File: config.mk
export PLATFORM = sky130hd
export DESIGN_NAME = ber_tlv_stream_parser_flat
export DESIGN_NICKNAME = d
export VERILOG_FILES = /design/src/hdl/bertlv_pkg.sv /design/src/hdl/bertlv_ifs.sv /design/src/hdl/bertlv_stack.sv /design/src/hdl/bertlv_core.sv /design/src/hdl/ber_tlv_stream_parser.sv /design/src/flat_wrapper.sv
export SDC_FILE = /design/constraint.sdc
export NUM_CORES = 2
export LEC_CHECK = 0
export ABC_AREA = 1
export BUFFER_PORTS_ARGS = -buffer_cell sky130_fd_sc_hd__buf_4
export CORE_UTILIZATION = 40
export DETAILED_ROUTE_END_ITERATION = 12
export HOLD_SLACK_MARGIN = 0.08
export MAX_ROUTING_LAYER = met4
export PLACE_DENSITY = 0.59
export SETUP_SLACK_MARGIN = 0.02
export SLEW_MARGIN = 10
export SYNTH_ARGS = -nofsm -noshare
export SYNTH_HDL_FRONTEND = slang
export SYNTH_HIERARCHICAL = 1
export SYNTH_SLANG_ARGS = --single-unit
File: constraint.sdc
create_clock -name clock -period 16.5 [get_ports clock]
set_clock_uncertainty 0.2 [all_clocks]
set_input_delay 0.825 -clock clock [delete_from_list [all_inputs] [get_ports clock]]
set_output_delay 0.825 -clock clock [all_outputs]
set_load 0.05 [all_outputs]
File: src/hdl/bertlv_pkg.sv
// Shared constants, codes and types of the BER-TLV stream parser.
package bertlv_pkg;

   // Sizing of the parser
   localparam int MAX_DEPTH     = 8;
   localparam int MAX_TAG_BYTES = 4;
   localparam int MAX_LEN_BYTES = 4;

   localparam int DEPTH_W   = $clog2(MAX_DEPTH + 1);
   localparam int IDX_W     = (MAX_DEPTH > 1) ? $clog2(MAX_DEPTH) : 1;
   localparam int TAG_CNT_W = $clog2(MAX_TAG_BYTES + 1);
   localparam int LEFT_W    = $clog2(MAX_LEN_BYTES + 1);

   // Field widths of the channels
   localparam int BYTE_W      = 8;
   localparam int WORD_W      = 32;
   localparam int KIND_W      = 2;
   localparam int LEVEL_W     = 4;
   localparam int TAG_BYTES_W = 3;
   localparam int ERR_W       = 3;
   localparam int LIMIT_W     = 3;
   localparam int CSR_IDX_W   = 1;
   localparam int CSR_DATA_W  = 3;

   // Byte classification
   localparam logic [KIND_W-1:0] KIND_TAG    = 2'd0;
   localparam logic [KIND_W-1:0] KIND_LENGTH = 2'd1;
   localparam logic [KIND_W-1:0] KIND_VALUE  = 2'd2;
   localparam logic [KIND_W-1:0] KIND_SKIP   = 2'd3;

   // Sticky error codes
   localparam logic [ERR_W-1:0] ERR_NONE      = 3'd0;
   localparam logic [ERR_W-1:0] ERR_TAG_LONG  = 3'd1;
   localparam logic [ERR_W-1:0] ERR_LEN_LONG  = 3'd2;
   localparam logic [ERR_W-1:0] ERR_OVERRUN   = 3'd3;
   localparam logic [ERR_W-1:0] ERR_TOO_DEEP  = 3'd4;
   localparam logic [ERR_W-1:0] ERR_TRUNCATED = 3'd5;

   // Register map
   localparam logic [CSR_IDX_W-1:0] CSR_LEN_LIMIT = 1'b0;
   localparam logic [CSR_IDX_W-1:0] CSR_NEST_EN   = 1'b1;

   localparam logic [LIMIT_W-1:0] LEN_LIMIT_RESET = 3'd4;

   typedef struct packed {
      logic [LIMIT_W-1:0] len_limit;
      logic               nest_en;
   } cfg_type;

   // Control from the parser core to the end-position stack
   typedef struct packed {
      logic               restart;
      logic               commit;
      logic               push;
      logic [WORD_W-1:0]  push_end;
      logic [DEPTH_W-1:0] pop_cnt;
      logic [WORD_W-1:0]  match_pos;
   } stack_cmd_type;

   // Status from the stack back to the core
   typedef struct packed {
      logic [DEPTH_W-1:0] depth;
      logic [WORD_W-1:0]  top_end;
      logic [DEPTH_W-1:0] run;
   } stack_stat_type;

   typedef struct packed {
      logic [KIND_W-1:0]      byte_kind;
      logic [BYTE_W-1:0]      byte_out;
      logic [LEVEL_W-1:0]     nest_level;
      logic                   header_done;
      logic [WORD_W-1:0]      tag_value;
      logic [TAG_BYTES_W-1:0] tag_bytes;
      logic                   is_constructed;
      logic [WORD_W-1:0]      value_length;
      logic [LEVEL_W-1:0]     closed_levels;
      logic [ERR_W-1:0]       error_code;
   } result_type;

endpackage

File: src/hdl/bertlv_ifs.sv
// Valid/ready channel interfaces for the byte input and the result output.
interface bertlv_req_if;
   import bertlv_pkg::*;

   logic              valid;
   logic              ready;
   logic [BYTE_W-1:0] data_byte;
   logic              first_byte;
   logic              last_byte;

   modport source (output valid, data_byte, first_byte, last_byte, input ready);
   modport sink (input valid, data_byte, first_byte, last_byte, output ready);
endinterface

interface bertlv_rsp_if;
   import bertlv_pkg::*;

   logic                   valid;
   logic                   ready;
   logic [KIND_W-1:0]      byte_kind;
   logic [BYTE_W-1:0]      byte_out;
   logic [LEVEL_W-1:0]     nest_level;
   logic                   header_done;
   logic [WORD_W-1:0]      tag_value;
   logic [TAG_BYTES_W-1:0] tag_bytes;
   logic                   is_constructed;
   logic [WORD_W-1:0]      value_length;
   logic [LEVEL_W-1:0]     closed_levels;
   logic [ERR_W-1:0]       error_code;

   modport source (output valid, byte_kind, byte_out, nest_level, header_done, tag_value,
                   tag_bytes, is_constructed, value_length, closed_levels, error_code,
                   input ready);
   modport sink (input valid, byte_kind, byte_out, nest_level, header_done, tag_value,
                 tag_bytes, is_constructed, value_length, closed_levels, error_code,
                 output ready);
endinterface

File: src/hdl/bertlv_stack.sv
// Stack of end positions of the open constructed elements.
module bertlv_stack (
   input  logic                       clock,
   input  logic                       reset,
   input  bertlv_pkg::stack_cmd_type  cmd,
   output bertlv_pkg::stack_stat_type stat
);
   import bertlv_pkg::*;

   logic [WORD_W-1:0]  entry_ff [MAX_DEPTH];
   logic [DEPTH_W-1:0] depth_ff;
   logic [DEPTH_W-1:0] depth_in;
   logic [DEPTH_W-1:0] depth_eff;
   logic [DEPTH_W-1:0] total;
   logic [DEPTH_W-1:0] run;
   logic [WORD_W-1:0]  slot_val;
   logic               still;

   // A new message starts with an empty stack
   assign depth_eff = cmd.restart ? '0 : depth_ff;

   assign stat.depth   = depth_eff;
   assign stat.top_end = entry_ff[IDX_W'(depth_eff - 1'b1)];
   assign stat.run     = run;

   // Count the elements ending at this byte, from the top down,
   // including an element pushed by this byte
   always_comb begin
      total    = depth_eff + DEPTH_W'(cmd.push);
      run      = '0;
      still    = 1'b1;
      slot_val = '0;
      for (int i = MAX_DEPTH - 1; i >= 0; i--) begin
         slot_val = (cmd.push && (DEPTH_W'(i) == depth_eff)) ? cmd.push_end : entry_ff[i];
         if (DEPTH_W'(i) < total) begin
            if (still && (slot_val == cmd.match_pos)) begin
               run = run + 1'b1;
            end else begin
               still = 1'b0;
            end
         end
      end
   end

   assign depth_in = depth_eff + DEPTH_W'(cmd.push) - cmd.pop_cnt;

   always_ff @(posedge clock) begin
      if (reset) begin
         depth_ff <= '0;
      end else if (cmd.commit) begin
         depth_ff <= depth_in;
      end
   end

   // Entries hold no reset: only those below the depth are ever read
   always_ff @(posedge clock) begin
      if (cmd.commit && cmd.push) begin
         entry_ff[IDX_W'(depth_eff)] <= cmd.push_end;
      end
   end

endmodule

File: src/hdl/bertlv_core.sv
// Per-byte TLV header decoder, message state and result formation.
module bertlv_core (
   input  logic                          clock,
   input  logic                          reset,
   input  logic                          commit,
   input  logic [bertlv_pkg::BYTE_W-1:0] data_byte,
   input  logic                          first_byte,
   input  logic                          last_byte,
   input  bertlv_pkg::cfg_type           cfg,
   output bertlv_pkg::result_type        result
);
   import bertlv_pkg::*;

   typedef enum logic [2:0] {
      PH_TAG0,
      PH_TAGN,
      PH_LEN0,
      PH_LENN,
      PH_VAL
   } phase_type;

   phase_type             phase_ff, phase_in, phase_a, c_phase;
   logic [WORD_W-1:0]     tag_ff, tag_in, c_tag;
   logic [TAG_CNT_W-1:0]  cnt_ff, cnt_in, c_cnt;
   logic                  cons_ff, cons_in, c_cons;
   logic [WORD_W-1:0]     len_ff, len_in, c_len;
   logic [LEFT_W-1:0]     left_ff, left_in, c_left, left_dec;
   logic [WORD_W-1:0]     pos_ff, pos_in, c_pos;
   logic [WORD_W-1:0]     vend_ff, vend_in, c_vend;
   logic [ERR_W-1:0]      err_ff, err_in, err_a, c_err;

   logic [KIND_W-1:0]     kind;
   logic                  hdr_a;
   logic                  hdr;
   logic                  finish;
   logic                  push;
   logic [6:0]            lcount;
   logic [WORD_W:0]       end_sum;
   logic [WORD_W-1:0]     end_sat;
   logic [DEPTH_W-1:0]    pop_cnt;
   logic [DEPTH_W-1:0]    depth_after;
   logic [LEVEL_W-1:0]    closed;

   stack_cmd_type         stack_cmd;
   stack_stat_type        stack_stat;

   // First byte of a message sees the cleared state
   assign c_phase = first_byte ? PH_TAG0  : phase_ff;
   assign c_tag   = first_byte ? '0       : tag_ff;
   assign c_cnt   = first_byte ? '0       : cnt_ff;
   assign c_cons  = first_byte ? 1'b0     : cons_ff;
   assign c_len   = first_byte ? '0       : len_ff;
   assign c_left  = first_byte ? '0       : left_ff;
   assign c_pos   = first_byte ? '0       : pos_ff;
   assign c_vend  = first_byte ? '0       : vend_ff;
   assign c_err   = first_byte ? ERR_NONE : err_ff;

   assign pos_in   = c_pos + 1'b1;
   assign lcount   = data_byte[6:0];
   assign left_dec = (c_left != '0) ? (c_left - 1'b1) : '0;

   // Header decode
   always_comb begin
      kind    = KIND_SKIP;
      hdr_a   = 1'b0;
      err_a   = c_err;
      phase_a = c_phase;
      tag_in  = c_tag;
      cnt_in  = c_cnt;
      cons_in = c_cons;
      len_in  = c_len;
      left_in = c_left;
      vend_in = c_vend;
      finish  = 1'b0;
      push    = 1'b0;
      if (c_err == ERR_NONE) begin
         case (c_phase)
            PH_TAG0: begin
               kind    = KIND_TAG;
               tag_in  = WORD_W'(data_byte);
               cnt_in  = TAG_CNT_W'(1);
               cons_in = data_byte[5];
               phase_a = (data_byte[4:0] == 5'h1f) ? PH_TAGN : PH_LEN0;
            end
            PH_TAGN: begin
               kind = KIND_TAG;
               if (c_cnt >= TAG_CNT_W'(MAX_TAG_BYTES)) begin
                  err_a = ERR_TAG_LONG;
               end else begin
                  tag_in = {c_tag[WORD_W-BYTE_W-1:0], data_byte};
                  cnt_in = c_cnt + 1'b1;
                  if (!data_byte[7]) begin
                     phase_a = PH_LEN0;
                  end
               end
            end
            PH_LEN0: begin
               kind   = KIND_LENGTH;
               len_in = '0;
               if (!data_byte[7]) begin
                  len_in = WORD_W'(data_byte);
                  finish = 1'b1;
               end else if ((lcount > 7'(cfg.len_limit)) ||
                            (lcount > 7'(MAX_LEN_BYTES))) begin
                  err_a = ERR_LEN_LONG;
               end else if (lcount == '0) begin
                  finish = 1'b1;
               end else begin
                  left_in = LEFT_W'(lcount);
                  phase_a = PH_LENN;
               end
            end
            PH_LENN: begin
               kind    = KIND_LENGTH;
               len_in  = {c_len[WORD_W-BYTE_W-1:0], data_byte};
               left_in = left_dec;
               if (left_dec == '0) begin
                  finish = 1'b1;
               end
            end
            PH_VAL: begin
               kind = KIND_VALUE;
               if (pos_in == c_vend) begin
                  phase_a = PH_TAG0;
               end
            end
            default: begin
               phase_a = PH_TAG0;
            end
         endcase
      end

      // End position of the new element, one adder with carry in
      end_sum = {1'b0, c_pos} + {1'b0, len_in} + (WORD_W+1)'(1);
      end_sat = end_sum[WORD_W] ? '1 : end_sum[WORD_W-1:0];

      // Header complete: check against the parent, then open a level or a value
      if (finish) begin
         if ((stack_stat.depth != '0) && (end_sum > {1'b0, stack_stat.top_end})) begin
            err_a = ERR_OVERRUN;
         end else if (c_cons && cfg.nest_en) begin
            if (stack_stat.depth >= DEPTH_W'(MAX_DEPTH)) begin
               err_a = ERR_TOO_DEEP;
            end else begin
               push    = 1'b1;
               phase_a = PH_TAG0;
               hdr_a   = 1'b1;
            end
         end else begin
            vend_in = end_sat;
            phase_a = (len_in == '0) ? PH_TAG0 : PH_VAL;
            hdr_a   = 1'b1;
         end
      end
   end

   // Level closing and truncation
   always_comb begin
      err_in  = err_a;
      closed  = '0;
      pop_cnt = '0;
      if ((err_a == ERR_NONE) && (stack_stat.run != '0)) begin
         if (phase_a != PH_TAG0) begin
            err_in = ERR_OVERRUN;
         end else begin
            pop_cnt = stack_stat.run;
            closed  = LEVEL_W'(stack_stat.run);
         end
      end
      depth_after = stack_stat.depth + DEPTH_W'(push) - pop_cnt;
      if ((err_in == ERR_NONE) && last_byte &&
          ((phase_a != PH_TAG0) || (depth_after != '0))) begin
         err_in = ERR_TRUNCATED;
      end
      hdr = hdr_a && (err_in == ERR_NONE);
   end

   assign phase_in = phase_a;

   assign stack_cmd.restart   = first_byte;
   assign stack_cmd.commit    = commit;
   assign stack_cmd.push      = push;
   assign stack_cmd.push_end  = end_sat;
   assign stack_cmd.pop_cnt   = pop_cnt;
   assign stack_cmd.match_pos = pos_in;

   bertlv_stack u_stack (
      .clock (clock),
      .reset (reset),
      .cmd   (stack_cmd),
      .stat  (stack_stat)
   );

   // Result of this byte
   assign result.byte_kind      = kind;
   assign result.byte_out       = data_byte;
   assign result.nest_level     = LEVEL_W'(stack_stat.depth);
   assign result.header_done    = hdr;
   assign result.tag_value      = hdr ? tag_in : '0;
   assign result.tag_bytes      = hdr ? TAG_BYTES_W'(cnt_in) : '0;
   assign result.is_constructed = hdr ? cons_in : 1'b0;
   assign result.value_length   = hdr ? len_in : '0;
   assign result.closed_levels  = closed;
   assign result.error_code     = err_in;

   // Message state, advanced once per transfer
   always_ff @(posedge clock) begin
      if (reset) begin
         phase_ff <= PH_TAG0;
         tag_ff   <= '0;
         cnt_ff   <= '0;
         cons_ff  <= 1'b0;
         len_ff   <= '0;
         left_ff  <= '0;
         pos_ff   <= '0;
         vend_ff  <= '0;
         err_ff   <= ERR_NONE;
      end else if (commit) begin
         phase_ff <= phase_in;
         tag_ff   <= tag_in;
         cnt_ff   <= cnt_in;
         cons_ff  <= cons_in;
         len_ff   <= len_in;
         left_ff  <= left_in;
         pos_ff   <= pos_in;
         vend_ff  <= vend_in;
         err_ff   <= err_in;
      end
   end

endmodule

File: src/hdl/ber_tlv_stream_parser.sv
// Top level of the BER-TLV stream parser: channel registers, settings, core.
//
//   channel  direction  carries
//   req_bus  in         data_byte, first_byte, last_byte (one message byte)
//   rsp_bus  out        byte class, header fields, closed levels, error code
//   csr_*    in         write-only settings: length byte limit, nesting on
//
// One byte per cycle sustained while results are taken; a byte passes through
// the input register, then is decoded into the result register.
// The per-byte header decode, end-position add and stack compare set the cycle.
// Reset is synchronous; the stack of end positions needs no clearing pass.
// A stalled result holds; the input register still takes a byte while the
// result register is full, and stalls upstream only when both are occupied
// and the result is not taken.
module ber_tlv_stream_parser (
   input  logic                              clock,
   input  logic                              reset,
   bertlv_req_if.sink                        req_bus,
   bertlv_rsp_if.source                      rsp_bus,
   input  logic                              csr_wr_en,
   input  logic [bertlv_pkg::CSR_IDX_W-1:0]  csr_index,
   input  logic [bertlv_pkg::CSR_DATA_W-1:0] csr_wr_data
);
   import bertlv_pkg::*;

   logic              in_valid_ff, in_valid_in;
   logic [BYTE_W-1:0] in_byte_ff;
   logic              in_first_ff;
   logic              in_last_ff;
   logic              out_valid_ff, out_valid_in;
   result_type        result_ff;
   result_type        result;
   cfg_type           cfg_ff, cfg_in;
   logic              req_xfer;
   logic              advance;

   // Handshake: move a byte from the input register into the result register
   assign advance        = in_valid_ff && (!out_valid_ff || rsp_bus.ready);
   assign req_bus.ready  = !in_valid_ff || advance;
   assign req_xfer       = req_bus.valid && req_bus.ready;

   assign in_valid_in  = req_xfer ? 1'b1 : (advance ? 1'b0 : in_valid_ff);
   assign out_valid_in = advance ? 1'b1 : (rsp_bus.ready ? 1'b0 : out_valid_ff);

   always_ff @(posedge clock) begin
      if (reset) begin
         in_valid_ff  <= 1'b0;
         out_valid_ff <= 1'b0;
      end else begin
         in_valid_ff  <= in_valid_in;
         out_valid_ff <= out_valid_in;
      end
   end

   // Input register
   always_ff @(posedge clock) begin
      if (req_xfer) begin
         in_byte_ff  <= req_bus.data_byte;
         in_first_ff <= req_bus.first_byte;
         in_last_ff  <= req_bus.last_byte;
      end
   end

   // Settings
   always_comb begin
      cfg_in = cfg_ff;
      if (csr_wr_en) begin
         case (csr_index)
            CSR_LEN_LIMIT: cfg_in.len_limit = csr_wr_data;
            CSR_NEST_EN:   cfg_in.nest_en   = csr_wr_data[0];
            default:       cfg_in = cfg_ff;
         endcase
      end
   end

   always_ff @(posedge clock) begin
      if (reset) begin
         cfg_ff.len_limit <= LEN_LIMIT_RESET;
         cfg_ff.nest_en   <= 1'b1;
      end else begin
         cfg_ff <= cfg_in;
      end
   end

   bertlv_core u_core (
      .clock      (clock),
      .reset      (reset),
      .commit     (advance),
      .data_byte  (in_byte_ff),
      .first_byte (in_first_ff),
      .last_byte  (in_last_ff),
      .cfg        (cfg_ff),
      .result     (result)
   );

   // Result register
   always_ff @(posedge clock) begin
      if (advance) begin
         result_ff <= result;
      end
   end

   assign rsp_bus.valid          = out_valid_ff;
   assign rsp_bus.byte_kind      = result_ff.byte_kind;
   assign rsp_bus.byte_out       = result_ff.byte_out;
   assign rsp_bus.nest_level     = result_ff.nest_level;
   assign rsp_bus.header_done    = result_ff.header_done;
   assign rsp_bus.tag_value      = result_ff.tag_value;
   assign rsp_bus.tag_bytes      = result_ff.tag_bytes;
   assign rsp_bus.is_constructed = result_ff.is_constructed;
   assign rsp_bus.value_length   = result_ff.value_length;
   assign rsp_bus.closed_levels  = result_ff.closed_levels;
   assign rsp_bus.error_code     = result_ff.error_code;

endmodule
File: src/flat_wrapper.sv
// flat-port wrapper written by rule: the top's interface ports become plain ports
module ber_tlv_stream_parser_flat import bertlv_pkg::*;
  (clock, reset, csr_wr_en, csr_index, csr_wr_data, req_bus_valid, req_bus_data_byte, req_bus_first_byte, req_bus_last_byte, req_bus_ready, rsp_bus_valid, rsp_bus_byte_kind, rsp_bus_byte_out, rsp_bus_nest_level, rsp_bus_header_done, rsp_bus_tag_value, rsp_bus_tag_bytes, rsp_bus_is_constructed, rsp_bus_value_length, rsp_bus_closed_levels, rsp_bus_error_code, rsp_bus_ready);
  bertlv_req_if req_bus_i ();
  bertlv_rsp_if rsp_bus_i ();
  input  logic clock;
  input  logic reset;
  input  logic csr_wr_en;
  input  logic [bertlv_pkg::CSR_IDX_W-1:0] csr_index;
  input  logic [bertlv_pkg::CSR_DATA_W-1:0] csr_wr_data;
  input wire logic [$bits(req_bus_i.valid)-1:0] req_bus_valid;
  input wire logic [$bits(req_bus_i.data_byte)-1:0] req_bus_data_byte;
  input wire logic [$bits(req_bus_i.first_byte)-1:0] req_bus_first_byte;
  input wire logic [$bits(req_bus_i.last_byte)-1:0] req_bus_last_byte;
  output wire logic [$bits(req_bus_i.ready)-1:0] req_bus_ready;
  output wire logic [$bits(rsp_bus_i.valid)-1:0] rsp_bus_valid;
  output wire logic [$bits(rsp_bus_i.byte_kind)-1:0] rsp_bus_byte_kind;
  output wire logic [$bits(rsp_bus_i.byte_out)-1:0] rsp_bus_byte_out;
  output wire logic [$bits(rsp_bus_i.nest_level)-1:0] rsp_bus_nest_level;
  output wire logic [$bits(rsp_bus_i.header_done)-1:0] rsp_bus_header_done;
  output wire logic [$bits(rsp_bus_i.tag_value)-1:0] rsp_bus_tag_value;
  output wire logic [$bits(rsp_bus_i.tag_bytes)-1:0] rsp_bus_tag_bytes;
  output wire logic [$bits(rsp_bus_i.is_constructed)-1:0] rsp_bus_is_constructed;
  output wire logic [$bits(rsp_bus_i.value_length)-1:0] rsp_bus_value_length;
  output wire logic [$bits(rsp_bus_i.closed_levels)-1:0] rsp_bus_closed_levels;
  output wire logic [$bits(rsp_bus_i.error_code)-1:0] rsp_bus_error_code;
  input wire logic [$bits(rsp_bus_i.ready)-1:0] rsp_bus_ready;
  assign req_bus_i.valid = req_bus_valid;
  assign req_bus_i.data_byte = req_bus_data_byte;
  assign req_bus_i.first_byte = req_bus_first_byte;
  assign req_bus_i.last_byte = req_bus_last_byte;
  assign req_bus_ready = req_bus_i.ready;
  assign rsp_bus_valid = rsp_bus_i.valid;
  assign rsp_bus_byte_kind = rsp_bus_i.byte_kind;
  assign rsp_bus_byte_out = rsp_bus_i.byte_out;
  assign rsp_bus_nest_level = rsp_bus_i.nest_level;
  assign rsp_bus_header_done = rsp_bus_i.header_done;
  assign rsp_bus_tag_value = rsp_bus_i.tag_value;
  assign rsp_bus_tag_bytes = rsp_bus_i.tag_bytes;
  assign rsp_bus_is_constructed = rsp_bus_i.is_constructed;
  assign rsp_bus_value_length = rsp_bus_i.value_length;
  assign rsp_bus_closed_levels = rsp_bus_i.closed_levels;
  assign rsp_bus_error_code = rsp_bus_i.error_code;
  assign rsp_bus_i.ready = rsp_bus_ready;
  ber_tlv_stream_parser u_core (.clock(clock), .reset(reset), .req_bus(req_bus_i), .rsp_bus(rsp_bus_i), .csr_wr_en(csr_wr_en), .csr_index(csr_index), .csr_wr_data(csr_wr_data));
endmodule
== Word level (Yosys, flattened, before mapping) ==
Memory sizes are Yosys's and may differ from the RTL's.
Cells that the tools add are included.

* Add/subtract/negate cells: 15
* Order comparisons: 13
* Eq/ne operators: 21
* Mux-type cells: 117
* Bitwise logic cells: 1
* Reductions and logical operators: 50

{| class="wikitable"
|+ Operators by type and width
! operator !! count
|-
| 2-to-1 mux 32 bit || 19
|-
| == test 32 bit || 9
|-
| one-hot mux 32 bit (2 select lines) || 2
|-
| 2-to-1 mux 3 bit || 34
|-
| 2-to-1 mux 4 bit || 17
|-
| 2-to-1 mux 1 bit || 37
|-
| adder 32 x 32 -> 33 bit || 1
|-
| adder 33 x 1 -> 33 bit (second input constant) || 1
|-
| > comparator 33 x 32 -> 1 bit || 1
|-
| adder 32 x 1 -> 32 bit (second input constant) || 1
|-
| logical NOT 32 bit || 1
|-
| adder 4 x 1 -> 4 bit (second input constant) || 7
|-
| logical AND 1 bit || 24
|-
| logical NOT 3 bit || 6
|-
| one-hot mux 3 bit (2 select lines) || 3
|-
| == test 3 x 4 -> 1 bit (first input constant) || 4
|-
| < comparator 3 x 4 -> 1 bit (first input constant) || 4
|-
| one-hot mux 3 bit (5 select lines) || 1
|-
| nonzero test 4 bit || 3
|-
| == test 2 x 4 -> 1 bit (first input constant) || 2
|-
| < comparator 1 x 4 -> 1 bit (first input constant) || 2
|-
| < comparator 2 x 4 -> 1 bit (first input constant) || 2
|-
| > comparator 7 x 3 -> 1 bit || 1
|-
| > comparator 7 x 3 -> 1 bit (second input constant) || 1
|-
| other kinds (24) || 34
|}

* Bits in registers: 251
* Memory bits (writable): 256
* Bits of input ports: 19
* Memories kept: 1

{| class="wikitable"
|+ Memory list
! name !! depth !! width !! rd ports !! clocked after memory_dff !! wr ports !! line !! source
|-
| u_core.u_core.u_stack.entry_ff || 8 || 32 || 9 || 0 || 1 || bertlv_stack.sv:10 || <nowiki>logic [WORD_W-1:0] entry_ff [MAX_DEPTH];</nowiki>
|}

== Depth between registers and ports, before layout ==
* Depth in word-level cells: 46
* Gate-level depth with buffers: 97
* Depth with buffers taken out: 93

== Cells and area by module ==
Netlist, hierarchy kept.

{| class="wikitable"
|+ Modules (own cells, without submodules)
! module !! times used !! cells an instance !! area each (um^2)
|-
| bertlv_stack || 1 || 2469 || 18247.5
|-
| bertlv_core || 1 || 2124 || 12893.6
|-
| ber_tlv_stream_parser || 1 || 137 || 3255.6
|}

== Least setup slack after synthesis ==
Ideal clock, no wire load.

* Kind: register -> register
* Start point: register u_core.in_first_ff
* End point: register u_core.result_ff, in the netlist u_core/rsp_bus.header_done, data pin
* Library setup time: 0.125 ns
* Arrival: 11.539 ns
* Required time: 16.175 ns
* Setup slack: 4.636 ns
* Cell stages (with the launch flop): 89
* Path buffers: 7
* Cells stage by stage: edfxtp_1 buf_6 buf_8 nor2_4 nand2_1 nor2_4 a21oi_1 o22ai_1 clkinv_1 ha_1 inv_1 fa_1 nand3_1 nand2_1 nand2_1 nand2_1 nand2_1 nand2_1 (+53 left out) nor4_1 nor2_1 nand2_1 nor2_1 ha_1 inv_1 ha_1 inv_1 fa_1 or3b_2 a21oi_1 nand3_1 nand2_2 nand3_4 buf_6 buf_8 inv_2 buf_4

{| class="wikitable"
|+ RTL lines
! what !! line !! source
|-
| from (decl) || ber_tlv_stream_parser.sv:28 || <nowiki>logic in_first_ff;</nowiki>
|-
| from (signal assigned) || ber_tlv_stream_parser.sv:59 || <nowiki>in_first_ff <= req_bus.first_byte;</nowiki>
|-
| to (signal assigned) || ber_tlv_stream_parser.sv:99 || <nowiki>result_ff <= result;</nowiki>
|-
| to (decl) || ber_tlv_stream_parser.sv:31 || <nowiki>result_type result_ff;</nowiki>
|}

==> flow_summary.ini <==
[sta]
fmax_ghz = 0.0651
layout_setup_ws_ns = 1.15
slew_headroom = 0.160
setup_viol_count_final = 0
slew_viol_final = 0
rsz0062_at_grt = false
layout_min_cycle_time_ns = 15.35
hold_viol = 0
tightest_slew_ns = 1.26
whs_ns = 0.120
tns_ns = 0
post-route-period-util = 0.931

[critical_path]
timing.rr.start = u_core/in_first_ff$_DFFE_PP_
cpMaxStageDelayCell = edfxtp_1
timing.critical_path.mode_cell = nand2_1
critPathArrivalTime_ns = 15.64
r2r_setup_slack_ns = 1.15
critPathKind = register to register
endpoint_kind = register
crit_path_max_fanout = 43
slowest_delay_ns = 0.53
cp-start-kind = register
rr_worst_depth = 84
reg2reg_to = u_core/rsp_bus.value_length[13]$_DFFE_PP_
required_ns = 16.79

[logic_synthesis]
async_flop_share = 0
synth_ff_type = edfxtp_1
synth_top_area_cell = edfxtp_1
synth_edf_count = 356
syn_area_sq_mm = 0.0344
netlist_top_cells_area = edfxtp_1 31%, nand2_1 13%, dfxtp_1 8.8%, inv_1 7.8%, o21ai_0 5.2%
ys_seq_elements = 507
avgSynthCellArea_sq_um = 7.27
seq_area_frac_synth = 0.399
postSynthCellCount = 4730
syn_nets = 4841
synth_top_area_frac = 0.311
ys_warn_count = 6
yosysUniqueCellTypes = 62

[power]
power.density_mw_per_mm2 = 86.7
power.total_mw = 3.33
ir_drop_mv = 0.0940
p_leak_nw = 17.4

[finish]
drive_gt1_frac = 0.0846
fin_cells = 5931
area_growth_pct = 11.6
diodes = 0
fin_nets = 4848

[grt]
antenna_found_initial = 2
grt_pass1_vias = 29305
grt_first_pass_wirelength_um = 185000
gr-total-overflow = 0
grt_usage = 0.290
grt_max_degree = 127

[detailed_routing]
routed-via-count = 32679
wl_per_cell_um = 21.4
drtIter0Drc = 3409
routed_wl_um = 127000
firstDrtPassIters = 6
drc = 0
viasPerCell = 5.51
ant_nets = 0

[clock_network]
root_buffer = clkbuf_16
worstSkewPairLatency_ns = 0.68
cts_max_level = 2
cts_made_buffers = 59
cts_sinks = 507
tritoncts = yes
cts.path.max_buffers = 3
path_clk_slew_ns = 0.06

[floorplanning]
rows = 107
ioPinCount = 111
die_h_um = 295
die_w_um = 295
die-area_sq_mm = 0.0872
start_util = 0.404
core_area_sq_mm = 0.0851

[status]
outcome = finished, final reports clean

[place]
place_ws_ns = 0.383
finalWeightedCongestion = 1.04
placedCellCount = 5815
portBuffers = 110
place_hpwl_um = 89900

[job]
cap_violations = 0

[worst_hold_path]
min_from = req_bus_data_byte[6]
hold_class = input pin to register
holdPathEnd = u_core/in_byte_ff[6]$_DFFE_PP_
hold_depth = 1
how the worst max path moves through the flow:
stage               slack, ns                          from                                        end
CTS                      0.31  u_core/in_first_ff$_DFFE_PP_  u_core/rsp_bus.value_length[10]$_DFFE_PP_
global route             0.11  u_core/in_first_ff$_DFFE_PP_     u_core/rsp_bus.tag_value[12]$_DFFE_PP_
detailed placement       0.38  u_core/in_first_ff$_DFFE_PP_   u_core/rsp_bus.value_length[3]$_DFFE_PP_
floorplan                4.64  u_core/in_first_ff$_DFFE_PP_       u_core/rsp_bus.header_done$_DFFE_PP_
global placement         0.77  u_core/in_first_ff$_DFFE_PP_  u_core/rsp_bus.value_length[11]$_DFFE_PP_
finish                   1.15  u_core/in_first_ff$_DFFE_PP_  u_core/rsp_bus.value_length[13]$_DFFE_PP_
routing by layer:
layer / wire length, um / GRT usage
met5: 0 / -
met4: 5790 / 0.120
met3: 10800 / 0.0329
met2: 56300 / 0.441
met1: 54100 / 0.390
cells in the mapped netlist (17+ instances only):
cell type,count
nor3_1,34
nand2_1,1154
nor2_4,21
dfxtp_1,151
xor2_1,184
nand4_1,46
o21ai_0,357
o22ai_1,34
inv_1,714
nor4_1,19
clkbuf_1,125
buf_1,28
buf_2,58
edfxtp_1,356
a21oi_1,337
o211ai_1,78
nor2_1,393
nand3_1,282
a32oi_1,48
ha_1,89
buf_4,17
what timing repair did:
item | 4_1_cts | 5_1_grt
hold buffers | 0 | 0
setup endpoints to repair | 0 | 69
gates resized for setup | 0 | 6
setup buffers | 0 | 1
critical path: cells and delay by family (launching register included):
kind	cells	cell delay, ns
simple gates	48	6.96
fa+ha+maj	11	3.04
compound gates	11	2.03
buf+inv	13	1.94
flops	1	0.53
xor+xnor	1	0.39
cell type report:
class | instances | area [sq um]
Timing Repair Buffer | 174 | 1320
Multi-Input combinational cell | 3253 | 17000
Tap cell | 1144 | 1430
Clock inverter | 42 | 500
Sequential cell | 507 | 13700
Inverter | 742 | 2790
Fill cell | 8708 | 46700
Clock buffer | 69 | 1610
kinds of logic (layout without fill, tap and decap cells):
| family | Yosys count | in the layout | synth area share |
|---|---|---|---|
| AND/OR/NAND/NOR | 2027 | 2031 | 0.251 |
| adder cells (fa/ha/maj) | 92 | 92 | 0.0341 |
| flip-flops | 507 | 507 | 0.399 |
| buffers and inverters | 974 | 1027 | 0.111 |
| AO/OA/AOI/OAI | 926 | 926 | 0.151 |
| XOR/XNOR | 204 | 204 | 0.0536 |
cell usage in the layout (no fill, tap or decap), types with 5 or more instances in the layout:
master / instances
edfxtp_1: 356
a32oi_1: 48
nand3_2: 6
o22ai_1: 34
nand3_1: 282
inv_2: 14
nor2_1: 384
xnor2_1: 15
ha_1: 88
dfxtp_1: 151
o21ai_1: 13
clkinv_2: 13
a31oi_1: 14
o211ai_1: 78
clkbuf_16: 62
a21oi_1: 336
nor2_2: 18
a221oi_1: 7
or2_2: 16
nor2_4: 29
nand3_4: 5
xor2_1: 184
nand4_1: 46
a211oi_1: 8
nand2_2: 17
nand3b_1: 8
nor3_1: 33
inv_1: 711
buf_4: 173
nand2_1: 1150
clkinv_1: 19
nor4_1: 18
nor3_2: 5
bufinv_16: 7
o21ai_0: 357
clkinv_4: 8
where the power goes:
group	switching [mW]	internal, mW	leakage [nW]
Clock	0.592	0.816	1.03
Sequential	0.0168	1.40	4.53
Combinational	0.373	0.126	11.8
through the flow:
| step | cell area, sq um | utilization |
|---|---|---|
| floorplan | 34400 | - |
| global placement | 36200 | 0.425 |
| detailed placement | 36200 | 0.425 |
| CTS | 38300 | 0.450 |
| global route | 38400 | 0.451 |
| finish | 38400 | 0.451 |
registers in the layout, indices dropped and copies added, names as in the netlist, 3 cells and up:
name                            flops
u_core/rsp_bus.error_code           3
u_core/u_core/u_stack/depth_ff      4
u_core/rsp_bus.value_length        32
u_core/rsp_bus.byte_out             8
u_core/cfg_ff                       4
u_core/u_core/vend_ff              32
u_core/u_core/u_stack/entry_ff    256
u_core/u_core/cnt_ff                3
u_core/in_byte_ff                   8
u_core/u_core/pos_ff               32
u_core/u_core/len_ff               32
u_core/u_core/tag_ff               32
u_core/rsp_bus.closed_levels        4
u_core/rsp_bus.tag_bytes            3
u_core/u_core/err_ff                3
u_core/rsp_bus.tag_value           32
u_core/rsp_bus.nest_level           4
u_core/u_core/phase_ff              3
u_core/u_core/left_ff               3
No activity file was read; power rests on OpenSTA's default activity.
